**config.mk**
```make
export PLATFORM = sky130hd
export DESIGN_NAME = gamepad_poll_event_generator
export DESIGN_NICKNAME = d
export VERILOG_FILES = /design/src/rtl/gpe_pkg.sv /design/src/rtl/gpe_analog_lane.sv /design/src/rtl/gpe_merge.sv /design/src/rtl/gamepad_poll_event_generator.sv
export SDC_FILE = /design/constraint.sdc
export NUM_CORES = 1
export LEC_CHECK = 0
export BUFFER_PORTS_ARGS = -buffer_cell sky130_fd_sc_hd__clkbuf_2
export CAP_MARGIN = 15
export CORE_MARGIN = 2
export CORE_UTILIZATION = 45
export CTS_BUF_LIST = sky130_fd_sc_hd__clkbuf_8 sky130_fd_sc_hd__clkbuf_16
export DETAILED_ROUTE_END_ITERATION = 10
export SLEW_MARGIN = 40
export SYNTH_ARGS = -nofsm -noshare
export SYNTH_HDL_FRONTEND = slang
export SYNTH_SLANG_ARGS = --single-unit
```
**constraint.sdc**
```tcl
create_clock -name clk -period 18.6 [get_ports clk]
set_clock_uncertainty 0.2 [all_clocks]
set_input_delay 1.86 -clock clk [delete_from_list [all_inputs] [get_ports clk]]
set_output_delay 1.86 -clock clk [all_outputs]
set_load 0.005 [all_outputs]
```
**src/rtl/gpe_pkg.sv**
```systemverilog
// Shared types, constants and event codes for the gamepad poll event generator.
package gpe_pkg;

  localparam int BUTTON_COUNT = 14;
  localparam int ANALOG_COUNT = 6;
  localparam int NUM_SLOTS    = 1 + 2 * ANALOG_COUNT + BUTTON_COUNT;
  localparam int SLOT_ANALOG0 = 1;
  localparam int SLOT_BUTTON0 = 1 + 2 * ANALOG_COUNT;

  localparam logic [14:0] LEFT_DZ_RESET  = 15'd7849;
  localparam logic [14:0] RIGHT_DZ_RESET = 15'd8689;
  localparam logic [14:0] TRIGGER_THRESHOLD = 15'd1;

  localparam logic [1:0] CFG_LEFT_DZ  = 2'd0;
  localparam logic [1:0] CFG_RIGHT_DZ = 2'd1;

  typedef enum logic [2:0] {
    EV_CONNECT    = 3'd0,
    EV_DISCONNECT = 3'd1,
    EV_CHANGE     = 3'd2,
    EV_PRESS      = 3'd3,
    EV_RELEASE    = 3'd4
  } event_type_t;

  // Lane order: LX, LY, RX, RY, left trigger, right trigger.
  localparam logic [4:0] ANALOG_CODE [ANALOG_COUNT] = '{
    5'd16, 5'd17, 5'd18, 5'd19, 5'd14, 5'd15
  };

  typedef enum logic [1:0] {
    ST_IDLE = 2'd0,
    ST_EVAL = 2'd1,
    ST_EMIT = 2'd2
  } state_t;

  typedef struct packed {
    logic        change;
    logic        press;
    logic        release_ev;
    logic [15:0] next_value;
  } lane_result_t;

  typedef struct packed {
    logic [1:0]                        pad;
    logic                              disc;
    logic [ANALOG_COUNT-1:0]           pressed;
    logic [ANALOG_COUNT-1:0][15:0]     values;
    logic [BUTTON_COUNT-1:0]           buttons;
  } poll_info_t;

  typedef struct packed {
    logic [BUTTON_COUNT-1:0]           buttons;
    logic [ANALOG_COUNT-1:0][15:0]     analog;
  } pad_row_t;

endpackage

```
**src/rtl/gpe_analog_lane.sv**
```systemverilog
// One analog control lane: threshold test and change/press/release decision.
module gpe_analog_lane
  import gpe_pkg::*;
(
  input  logic signed [15:0] value,
  input  logic        [15:0] stored,
  input  logic        [14:0] threshold,
  output lane_result_t       result
);

  logic signed [16:0] sv;
  logic signed [16:0] th;
  logic               pressed;

  assign sv      = 17'(value);
  assign th      = signed'({2'b00, threshold});
  assign pressed = (sv >= th) || (sv <= -th);

  always_comb begin
    result.press      = pressed;
    result.change     = pressed && (stored != value);
    result.release_ev = !pressed && (stored != 16'd0);
    result.next_value = pressed ? value : 16'd0;
  end

endmodule

```
**src/rtl/gpe_merge.sv**
```systemverilog
// Merge stage: walk the pending event slots in order and drive the output register.
module gpe_merge
  import gpe_pkg::*;
(
  input  logic                 clk,
  input  logic                 rst,
  input  logic                 load,
  input  logic [NUM_SLOTS-1:0] load_mask,
  input  poll_info_t           info,
  output logic                 pending,
  output logic                 out_valid,
  input  logic                 out_ready,
  output logic [1:0]           event_pad,
  output logic [2:0]           event_type,
  output logic [4:0]           control_code,
  output logic signed [15:0]   event_value,
  output logic                 last_of_poll
);

  logic [NUM_SLOTS-1:0] mask;
  logic [4:0]           slot;
  logic [4:0]           sub;
  logic [2:0]           lane;
  logic [3:0]           btn;
  logic                 advance;
  event_type_t          sel_type;
  logic [4:0]           sel_code;
  logic [15:0]          sel_value;
  logic [NUM_SLOTS-1:0] rest;

  assign pending = |mask;
  assign advance = pending && (!out_valid || out_ready);

  // Priority pick of the lowest pending slot.
  always_comb begin
    slot = '0;
    for (int s = NUM_SLOTS - 1; s >= 0; s--) begin
      if (mask[s]) slot = 5'(s);
    end
  end

  always_comb begin
    rest       = mask;
    rest[slot] = 1'b0;
    sub        = slot - 5'(SLOT_ANALOG0);
    lane       = sub[3:1];
    btn        = 4'(slot - 5'(SLOT_BUTTON0));
    sel_type   = EV_CONNECT;
    sel_code   = {3'b000, info.pad};
    sel_value  = 16'd0;
    if (slot == 5'd0) begin
      sel_type = info.disc ? EV_DISCONNECT : EV_CONNECT;
    end else if (slot < 5'(SLOT_BUTTON0)) begin
      sel_code = ANALOG_CODE[lane];
      if (!sub[0]) begin
        sel_type  = EV_CHANGE;
        sel_value = info.values[lane];
      end else if (info.pressed[lane]) begin
        sel_type  = EV_PRESS;
        sel_value = info.values[lane];
      end else begin
        sel_type = EV_RELEASE;
      end
    end else begin
      sel_code = 5'(btn);
      sel_type = info.buttons[btn] ? EV_PRESS : EV_RELEASE;
    end
  end

  always_ff @(posedge clk) begin
    if (rst) begin
      mask      <= '0;
      out_valid <= 1'b0;
    end else begin
      if (load) begin
        mask <= load_mask;
      end else if (advance) begin
        mask <= rest;
      end
      if (advance) begin
        out_valid <= 1'b1;
      end else if (out_ready) begin
        out_valid <= 1'b0;
      end
    end
  end

  always_ff @(posedge clk) begin
    if (advance) begin
      event_pad    <= info.pad;
      event_type   <= sel_type;
      control_code <= sel_code;
      event_value  <= sel_value;
      last_of_poll <= (rest == '0);
    end
  end

endmodule

```
**src/rtl/gamepad_poll_event_generator.sv**
```systemverilog
// Top level of the gamepad poll event generator.
//
// Input channel (in_valid/in_ready) takes one poll snapshot of one controller.
// Output channel (out_valid/out_ready) returns the events caused by that poll,
// one per transfer, in order: connect/disconnect, sticks LX LY RX RY, triggers,
// then the 14 buttons; last_of_poll marks the final event of a poll.
// Configuration channel (cfg_valid/cfg_ready) writes the two stick deadzones;
// it is always ready, and unknown indexes are dropped.
// After its transfer, a poll is judged in the EVAL state and its slot mask is
// loaded into the merge stage, which moves one event per cycle into the output
// register while the receiver does not stall; the next poll is taken as soon
// as the last event has moved into the output register.
// Six analog lanes judge all analog controls of the poll in parallel, and the
// per-pad state row (held buttons, last analog values) is one memory read.
// Reset clears the connected flags and the row valid bits, so every pad reads
// as disconnected with all state zero; deadzones return to their defaults.
// A stalled receiver holds the output register and the merge stage waits.
// Polls for a pad index at or beyond NUM_PADS are taken and produce nothing.
module gamepad_poll_event_generator
  import gpe_pkg::*;
#(
  parameter int NUM_PADS = 4
) (
  input  logic               clk,
  input  logic               rst,
  input  logic               in_valid,
  output logic               in_ready,
  input  logic [1:0]         pad_index,
  input  logic               pad_present,
  input  logic [13:0]        button_bits,
  input  logic [7:0]         left_trigger,
  input  logic [7:0]         right_trigger,
  input  logic signed [15:0] left_x,
  input  logic signed [15:0] left_y,
  input  logic signed [15:0] right_x,
  input  logic signed [15:0] right_y,
  output logic               out_valid,
  input  logic               out_ready,
  output logic [1:0]         event_pad,
  output logic [2:0]         event_type,
  output logic [4:0]         control_code,
  output logic signed [15:0] event_value,
  output logic               last_of_poll,
  input  logic               cfg_valid,
  output logic               cfg_ready,
  input  logic [1:0]         cfg_index,
  input  logic [14:0]        cfg_data
);

  localparam int PW = (NUM_PADS > 1) ? $clog2(NUM_PADS) : 1;

  // Configuration registers.
  logic [14:0] left_dz;
  logic [14:0] right_dz;

  // Control.
  state_t state;
  state_t state_next;
  logic   in_xfer;
  logic   pending;
  logic   merge_load;
  logic   in_pad_ok;

  // Latched poll.
  logic [1:0]                        poll_pad;
  logic [PW-1:0]                     poll_sel;
  logic                              poll_present;
  logic                              poll_pad_ok;
  logic [BUTTON_COUNT-1:0]           poll_buttons;
  logic [ANALOG_COUNT-1:0][15:0]     poll_value;
  logic                              poll_disc;
  logic [ANALOG_COUNT-1:0]           poll_pressed;

  // Per-pad state.
  logic [NUM_PADS-1:0] pad_connected;
  logic [NUM_PADS-1:0] row_valid;
  pad_row_t            rows [NUM_PADS];
  pad_row_t            row_rd;
  logic                row_rd_ok;
  logic                conn_rd;
  pad_row_t            row_cur;
  pad_row_t            row_new;

  lane_result_t              lane_res [ANALOG_COUNT];
  logic [14:0]               lane_th  [ANALOG_COUNT];
  logic [NUM_SLOTS-1:0]      eval_mask;
  logic [PW-1:0]             in_sel;
  poll_info_t                info;

  assign cfg_ready = 1'b1;
  assign in_sel    = PW'(pad_index);
  assign in_pad_ok = 32'(pad_index) < NUM_PADS;
  assign in_ready  = (state == ST_IDLE) || (state == ST_EMIT && !pending);
  assign in_xfer   = in_valid && in_ready;

  always_ff @(posedge clk) begin
    if (rst) begin
      left_dz  <= LEFT_DZ_RESET;
      right_dz <= RIGHT_DZ_RESET;
    end else if (cfg_valid && cfg_ready) begin
      unique case (cfg_index)
        CFG_LEFT_DZ:  left_dz  <= cfg_data;
        CFG_RIGHT_DZ: right_dz <= cfg_data;
        default: ;
      endcase
    end
  end

  // State machine: take a poll, evaluate it against the stored row, emit.
  always_ff @(posedge clk) begin
    if (rst) begin
      state <= ST_IDLE;
    end else begin
      state <= state_next;
    end
  end

  always_comb begin
    state_next = state;
    merge_load = 1'b0;
    unique case (state)
      ST_IDLE, ST_EMIT: begin
        if (in_xfer) begin
          state_next = in_pad_ok ? ST_EVAL : ST_IDLE;
        end else if (!pending) begin
          state_next = ST_IDLE;
        end
      end
      ST_EVAL: begin
        merge_load = 1'b1;
        state_next = (eval_mask != '0) ? ST_EMIT : ST_IDLE;
      end
      default: state_next = ST_IDLE;
    endcase
  end

  // Capture the poll and read its pad row in the transfer cycle.
  always_ff @(posedge clk) begin
    if (in_xfer) begin
      poll_pad      <= pad_index;
      poll_sel      <= in_sel;
      poll_present  <= pad_present;
      poll_pad_ok   <= in_pad_ok;
      poll_buttons  <= button_bits;
      poll_value[0] <= left_x;
      poll_value[1] <= left_y;
      poll_value[2] <= right_x;
      poll_value[3] <= right_y;
      poll_value[4] <= {8'd0, left_trigger};
      poll_value[5] <= {8'd0, right_trigger};
      row_rd        <= rows[in_sel];
      row_rd_ok     <= row_valid[in_sel];
      conn_rd       <= pad_connected[in_sel];
    end
  end

  // A row never written since reset reads as all zero.
  assign row_cur = row_rd_ok ? row_rd : '0;

  // Analog lanes: sticks use their deadzone, triggers count as pressed above zero.
  assign lane_th[0] = left_dz;
  assign lane_th[1] = left_dz;
  assign lane_th[2] = right_dz;
  assign lane_th[3] = right_dz;
  assign lane_th[4] = TRIGGER_THRESHOLD;
  assign lane_th[5] = TRIGGER_THRESHOLD;

  for (genvar j = 0; j < ANALOG_COUNT; j++) begin : g_lane
    gpe_analog_lane u_lane (
      .value     (poll_value[j]),
      .stored    (row_cur.analog[j]),
      .threshold (lane_th[j]),
      .result    (lane_res[j])
    );
  end

  // Build the pending slot mask and the updated row.
  always_comb begin
    eval_mask       = '0;
    row_new.buttons = poll_buttons;
    row_new.analog  = row_cur.analog;
    if (poll_present) begin
      eval_mask[0] = !conn_rd;
      for (int j = 0; j < ANALOG_COUNT; j++) begin
        eval_mask[SLOT_ANALOG0 + 2 * j]     = lane_res[j].change;
        eval_mask[SLOT_ANALOG0 + 2 * j + 1] = lane_res[j].press | lane_res[j].release_ev;
        row_new.analog[j]                   = lane_res[j].next_value;
      end
      for (int i = 0; i < BUTTON_COUNT; i++) begin
        eval_mask[SLOT_BUTTON0 + i] = poll_buttons[i] | row_cur.buttons[i];
      end
    end else begin
      eval_mask[0] = conn_rd;
    end
  end

  always_ff @(posedge clk) begin
    if (state == ST_EVAL) begin
      poll_disc <= !poll_present;
      for (int j = 0; j < ANALOG_COUNT; j++) begin
        poll_pressed[j] <= lane_res[j].press;
      end
    end
  end

  // Write back: the row only on a present pad, the connected flag always.
  always_ff @(posedge clk) begin
    if (state == ST_EVAL && poll_pad_ok && poll_present) begin
      rows[poll_sel] <= row_new;
    end
  end

  always_ff @(posedge clk) begin
    if (rst) begin
      row_valid     <= '0;
      pad_connected <= '0;
    end else if (state == ST_EVAL && poll_pad_ok) begin
      pad_connected[poll_sel] <= poll_present;
      if (poll_present) begin
        row_valid[poll_sel] <= 1'b1;
      end
    end
  end

  always_comb begin
    info.pad     = poll_pad;
    info.disc    = poll_disc;
    info.pressed = poll_pressed;
    info.values  = poll_value;
    info.buttons = poll_buttons;
  end

  gpe_merge u_merge (
    .clk          (clk),
    .rst          (rst),
    .load         (merge_load),
    .load_mask    (eval_mask),
    .info         (info),
    .pending      (pending),
    .out_valid    (out_valid),
    .out_ready    (out_ready),
    .event_pad    (event_pad),
    .event_type   (event_type),
    .control_code (control_code),
    .event_value  (event_value),
    .last_of_poll (last_of_poll)
  );

endmodule

```
After elaboration in Yosys (flattened, before gate mapping)
Memory sizes are Yosys's and may differ from the RTL's. A register that Yosys moved wholly into a read port is not among the register bits.
Index checks and enable logic that the tools add are counted.
Widths: inputs -> output; s select.
{ "op_classes": {"add_sub_neg": 4, "magnitude_cmp": 21, "eq_ne": 10, "muxes": 75, "bitwise_logic": 25, "n_reduce_logical": 55} }
{ "ops": {"columns": ["cell", "count"], "rows": [
  ["$mux 5", 29],
  ["$mux 16", 7],
  ["$mux 110", 1],
  ["$mux 96", 1],
  ["$reduce_bool 16->1", 6],
  ["$le 16x17->1", 4],
  ["$ge 16x16->1", 4],
  ["$ne 16x16->1", 4],
  ["$mux 27", 2],
  ["$bmux 16 s3", 1],
  ["$neg 15->17", 2],
  ["$ne 16x8->1", 2],
  ["$and 27x27->27", 1],
  ["$logic_not 27->1", 1],
  ["$not 27->27", 1],
  ["$reduce_bool 27->1", 1],
  ["$reduce_or 27->1", 1],
  ["$mux 26", 1],
  ["$or 1x1->1", 20],
  ["$le 9x1->1 const B", 2],
  ["$logic_and 1x1->1", 18],
  ["$ge 8x1->1 const B", 2],
  ["$mux 8", 2],
  ["$mux 3", 5],
  ["other kinds (33)", 72]
]} }
{ "totals": {"register_bits": 201, "ram_bits": 440, "mem_bits_ro": 40, "input_bits": 119, "output_inout_bits": 30, "word_cells": 219, "memories": 2} }
{ "mem_list": {"columns": ["name", "words", "width", "read_ports", "rd_ports_with_merged_regs", "write_ports", "line_no", "source"], "rows": [
  ["rows", 4, 110, 1, 1, 1, "gamepad_poll_event_generator.sv:77", "pad_row_t rows [NUM_PADS];"],
  ["(no name shown)", 8, 5, 1, 0, 0, "gpe_merge.sv:54", "sel_code = ANALOG_CODE[lane];"]
]} }

Logic depth before layout (Yosys ltp)
{ "logic_depth": {"depth_word": 35, "depth_mapped": 20, "mapped_depth_nobuf": 18} }

Cells and area by module
Synthesis repeated with hierarchy kept, for this count alone.
{ "unflattened": {"hier_cells": 2802, "area_unflattened_um2": 38375.6} }
{ "modules_own_cells": {"columns": ["mod", "n_inst", "cells_per_inst", "area_per_inst_um2", "seq_area_each_um2"], "rows": [
  ["gamepad_poll_event_generator", 1, 1258, 26108.8, 20499.7],
  ["gpe_analog_lane at g_lane[0].u_lane ...", 5, 178, 1371.3, 0.0],
  ["gpe_merge", 1, 473, 4061.4, 1371.3],
  ["gpe_analog_lane at g_lane[5].u_lane", 1, 181, 1348.8, 0.0]
]} }

Worst setup path before layout
Ideal clock, no wire load.
{ "synth_path": {"kind": "in2reg", "startpoint": "input port in_valid", "endpoint": "register conn_rd (enable)", "setup_time_ns": 0.596, "t_arrival_ns": 6.608, "required_time_ns": 17.804, "slack_ns": 11.195, "path_stages": 1, "n_path_buf": 0, "path_cell_list": "and2_1"} }
{ "synth_via": {"elab_chain_len": 1} }
{ "synth_lines": {"columns": ["item", "line_no", "source"], "rows": [
  ["start, declared", "gamepad_poll_event_generator.sv:26", "input logic in_valid,"],
  ["$logic_and 1x1->1", "gamepad_poll_event_generator.sv:94", "assign in_xfer = in_valid && in_ready;"],
  ["end signal, assigned", "gamepad_poll_event_generator.sv:153", "conn_rd <= pad_connected[in_sel];"],
  ["end, declared", "gamepad_poll_event_generator.sv:80", "logic conn_rd;"]
]} }
No other way between the ends.
A chain may end at the register's enable or synchronous reset.

==> metrics.md <==
| Metric | Value |
|---|---|
| Status | `completed` |
| Worst-Margin Slew | `0.853 ns` |
| Sequential cell area | `21900 um2` |
| Area after DPL | `36000 um2` |
| First-pass GRT wire length | `144 mm` |
| FF+latch count, synth | `751` |
| Synth warnings | `0` |
| Total track usage | `25.0%` |
| PwrDens | `116 nW/um2` |
| Crit path time final | `5.20 ns` |
| Crit-path max cell delay | `0.71 ns` |
| RSZ-0062 raised after global routing | `false` |
| Die W | `279 um` |
| FP Rows | `100` |
| Area growth syn-to-layout | `13.7%` |
| Pwr Total | `0.00450 W` |
| Share of layout cells above drive strength 1 | `18.7%` |
| Fill cells | `6168` |
| Initial antenna violation count | `2` |
| Syn_area_per_cell | `14.9 um2` |
| Post-route ant nets | `0` |
| CTS Buf Count | `81` |
| CORE AREA | `74700 um2` |
| Overflow left after global routing | `0` |
| Vias in the first global route | `21800` |
| Peak VDD IR | `0.0796 mV` |
| Die area | `77900 um2` |
| Top_reg_cell synth | `edfxtp_1` |
| Via count | `21700` |
| Final Worst Setup Slack | `13.40 ns` |
| Slew headroom | `42.5%` |
| Number of flops mapped to enable cells by yosys | `683` |
| Final #Nets | `2714` |
| Yosys cell types | `85` |
| Worst Path Arrival | `5.48 ns` |
| Fmax | `0.192 GHz` |
| # port buffers | `147` |
| Final worst path period share | `28.0%` |
| Post-CTS setup buffer count | `0` |
| Die height | `279 um` |
| # hold bufs at CTS | `0` |
| Slowest-stage cell, CP | `and2_1` |
| Clk pin slew, worst setup/hold paths | `0.07 ns` |
| GPL Wtd Cong | `0.925` |
| Multi-input logic area | `11700 um2` |
| CTS max path bufs | `3` |
| Ranking of synthesized cells by area | `edfxtp_1 (60%), mux4_2 (8.6%), ha_1 (4.8%)` |
| Area leader, netlist | `edfxtp_1` |
| Syn_nets | `2540` |
| HPWL after detailed placement | `64.1 mm` |
| DRC errors left | `0` |
| Fin. Hold Viols | `0` |
| Seq/Total Area, Yosys | `64.2%` |
| Clock sink total | `751` |
| Via-per-instance ratio | `6.19` |
| Design area | `38700 um2` |
| Setup TNS | `0 ns` |
| Clk_lat worst skew | `0.65 ns` |
| Static leakage | `13.6 nW` |
| Worst Path Required | `18.88 ns` |
| Maxcap violations | `0` |
| Largest net degree at the start of global routing | `95` |
| Syn Inst Count | `2291` |
| DRT Wirelength | `97.3 mm` |
| Critical Path End Type | `register` |
| CP cell instances | `nor3_1 -> nand3_1 -> or3_1 -> or3_1 -> nor3_1 -> nand2_1 -> nor2_1 -> xnor2_1 -> ha_1 -> a21o_1 -> a211oi_1 -> o21ai_0 -> nand2_1 -> a41oi_1 -> o22ai_1 -> and2_1 -> a22o_1` |
| Hold WC Path Type | `register to register` |
| Post-synth top area share | `60.2%` |
| H-tree depth | `3` |
| Worst hold slack | `0.281 ns` |
| Netlist Area Pre-Place | `34100 um2` |
| PostCTS Resize Cnt | `0` |
| Async set-reset flop share out of synthesis | `0%` |
| Finish-stage setup viols | `0` |
| Drt first pass iters | `7` |
| Nature of the critical path startpoint | `register` |
| Post-place setup slack | `13.42 ns` |
| Max FO, Critical Path | `16` |
| DRT iter0 DRCs | `2362` |
| Fin. max-slew vios | `0` |
| Root buffer cell | `clkbuf_16` |
| I/O pins | `149` |
| Routed length per instance | `27.8 um` |
| Initial Util | `45.6%` |
| WS Path Type | `register to register` |
| TritonCTS clock tree | `built` |
-- through the flow --
step | instances | util (%)
after floorplan | 2291 | -
after global placement | 3348 | 48.2
after detailed placement | 3349 | 48.3
after CTS | 3498 | 51.8
after global routing | 3500 | 51.9
final | 3501 | 51.9
-- layer usage --
layer,vias up,track usage (%),share of wire (%)
met3,151,4.06,6.9
li1,9582,-,-
met2,800,39.2,46
met4,0,6.51,2.4
met5,-,0,0
met1,11100,36.4,45
-- cell usage in the layout, fill, tap and decap left out, drive strengths merged, types with 30 or more instances in the layout --
cell    Yosys  final
a21o       45     45
a21oi      98     98
a22o       82     82
a22oi      40     40
buf        20     37
clkbuf     72    233
clkinv      2     34
dfxtp      68     68
edfxtp    683    683
ha        130    130
inv        58     78
mux4      130    130
nand2     103    103
nand3      73     73
nand3b     39     39
nand4      30     30
nor2      117    117
nor4       46     46
o211ai     31     31
o21ai     110    110
xnor2      62     62
-- final timing paths --
| path | start | to | slack, ns | cells past startpoint |
|---|---|---|---|---|
| max reg2reg | left_dz[2]$_SDFFE_PP0P_ | rows[3][18]$_DFFE_PP_ | 13.40 | 17 |
| max | left_dz[2]$_SDFFE_PP0P_ | rows[3][18]$_DFFE_PP_ | 13.40 | 17 |
| min | row_valid[3]$_SDFFE_PP0P_ | row_valid[3]$_SDFFE_PP0P_ | 0.28 | 2 |
| min reg2reg | row_valid[3]$_SDFFE_PP0P_ | row_valid[3]$_SDFFE_PP0P_ | 0.28 | 2 |
-- power breakdown --
group	internal (W)	leakage (nW)	switching, W
Sequential	0.00199	6.92	0.000124
Clock	0.000914	1.36	0.000689
Combinational	0.000300	5.32	0.000483
-- cells in the mapped netlist, types with 13 or more instances --
cell,count
a211o_1,16
a21o_1,45
a21oi_1,97
a22o_1,82
a22oi_1,40
and3_1,28
buf_1,15
clkbuf_1,72
dfxtp_1,68
edfxtp_1,683
ha_1,130
inv_1,57
mux2i_1,13
mux4_2,130
nand2_1,102
nand3_1,73
nand3b_1,39
nand4_1,30
nor2_1,114
nor2b_1,13
nor3_1,25
nor4_1,44
o211ai_1,31
o21ai_0,105
or3_1,20
xnor2_1,62
-- final cells by class --
class,count,share of cell area (%)
clock buffers,87,5.47
diodes,1,0.00646
inverters,60,0.581
multi-input cells,1388,30.2
well taps,969,3.13
flip-flops and latches,751,56.4
clock inverters,62,1.38
repair buffers,183,2.79
-- logic make-up (layout without fill, tap and decap cells) --
kind of cell	count (synthesis)	in the layout	synth area share (%)
other	1	2	0.0110
multiplexers	143	143	8.97
AND/OR/NAND/NOR	534	534	8.20
buffers and inverters	152	392	1.73
XOR/XNOR	66	66	1.70
adder cells (fa/ha/maj)	130	130	4.77
AO/OA/AOI/OAI	514	514	10.4
flip-flops	751	751	64.2
-- registers in the layout, indices dropped and copies added, names as in the netlist --
name / flops
conn_rd: 1
info: 80
left_dz: 15
pad_connected: 4
poll_buttons: 14
poll_disc: 1
poll_present: 1
poll_pressed: 6
poll_sel: 2
right_dz: 15
row_rd: 110
row_rd_ok: 1
row_valid: 4
rows: 440
state: 2
u_merge.control_code: 5
u_merge.event_pad: 2
u_merge.event_type: 3
u_merge.event_value: 16
u_merge.last_of_poll: 1
u_merge.mask: 27
u_merge.out_valid: 1
-- critical path: cells and delay by family, from the launching register on --
family / cells / cell delay (ns)
flip-flops: 1 / 0.36
AO/OA/AOI/OAI: 6 / 1.44
adder cells (fa/ha/maj): 1 / 0.29
XOR/XNOR: 1 / 0.17
AND/OR/NAND/NOR: 9 / 2.56
(Power assumes the default switching activity.)
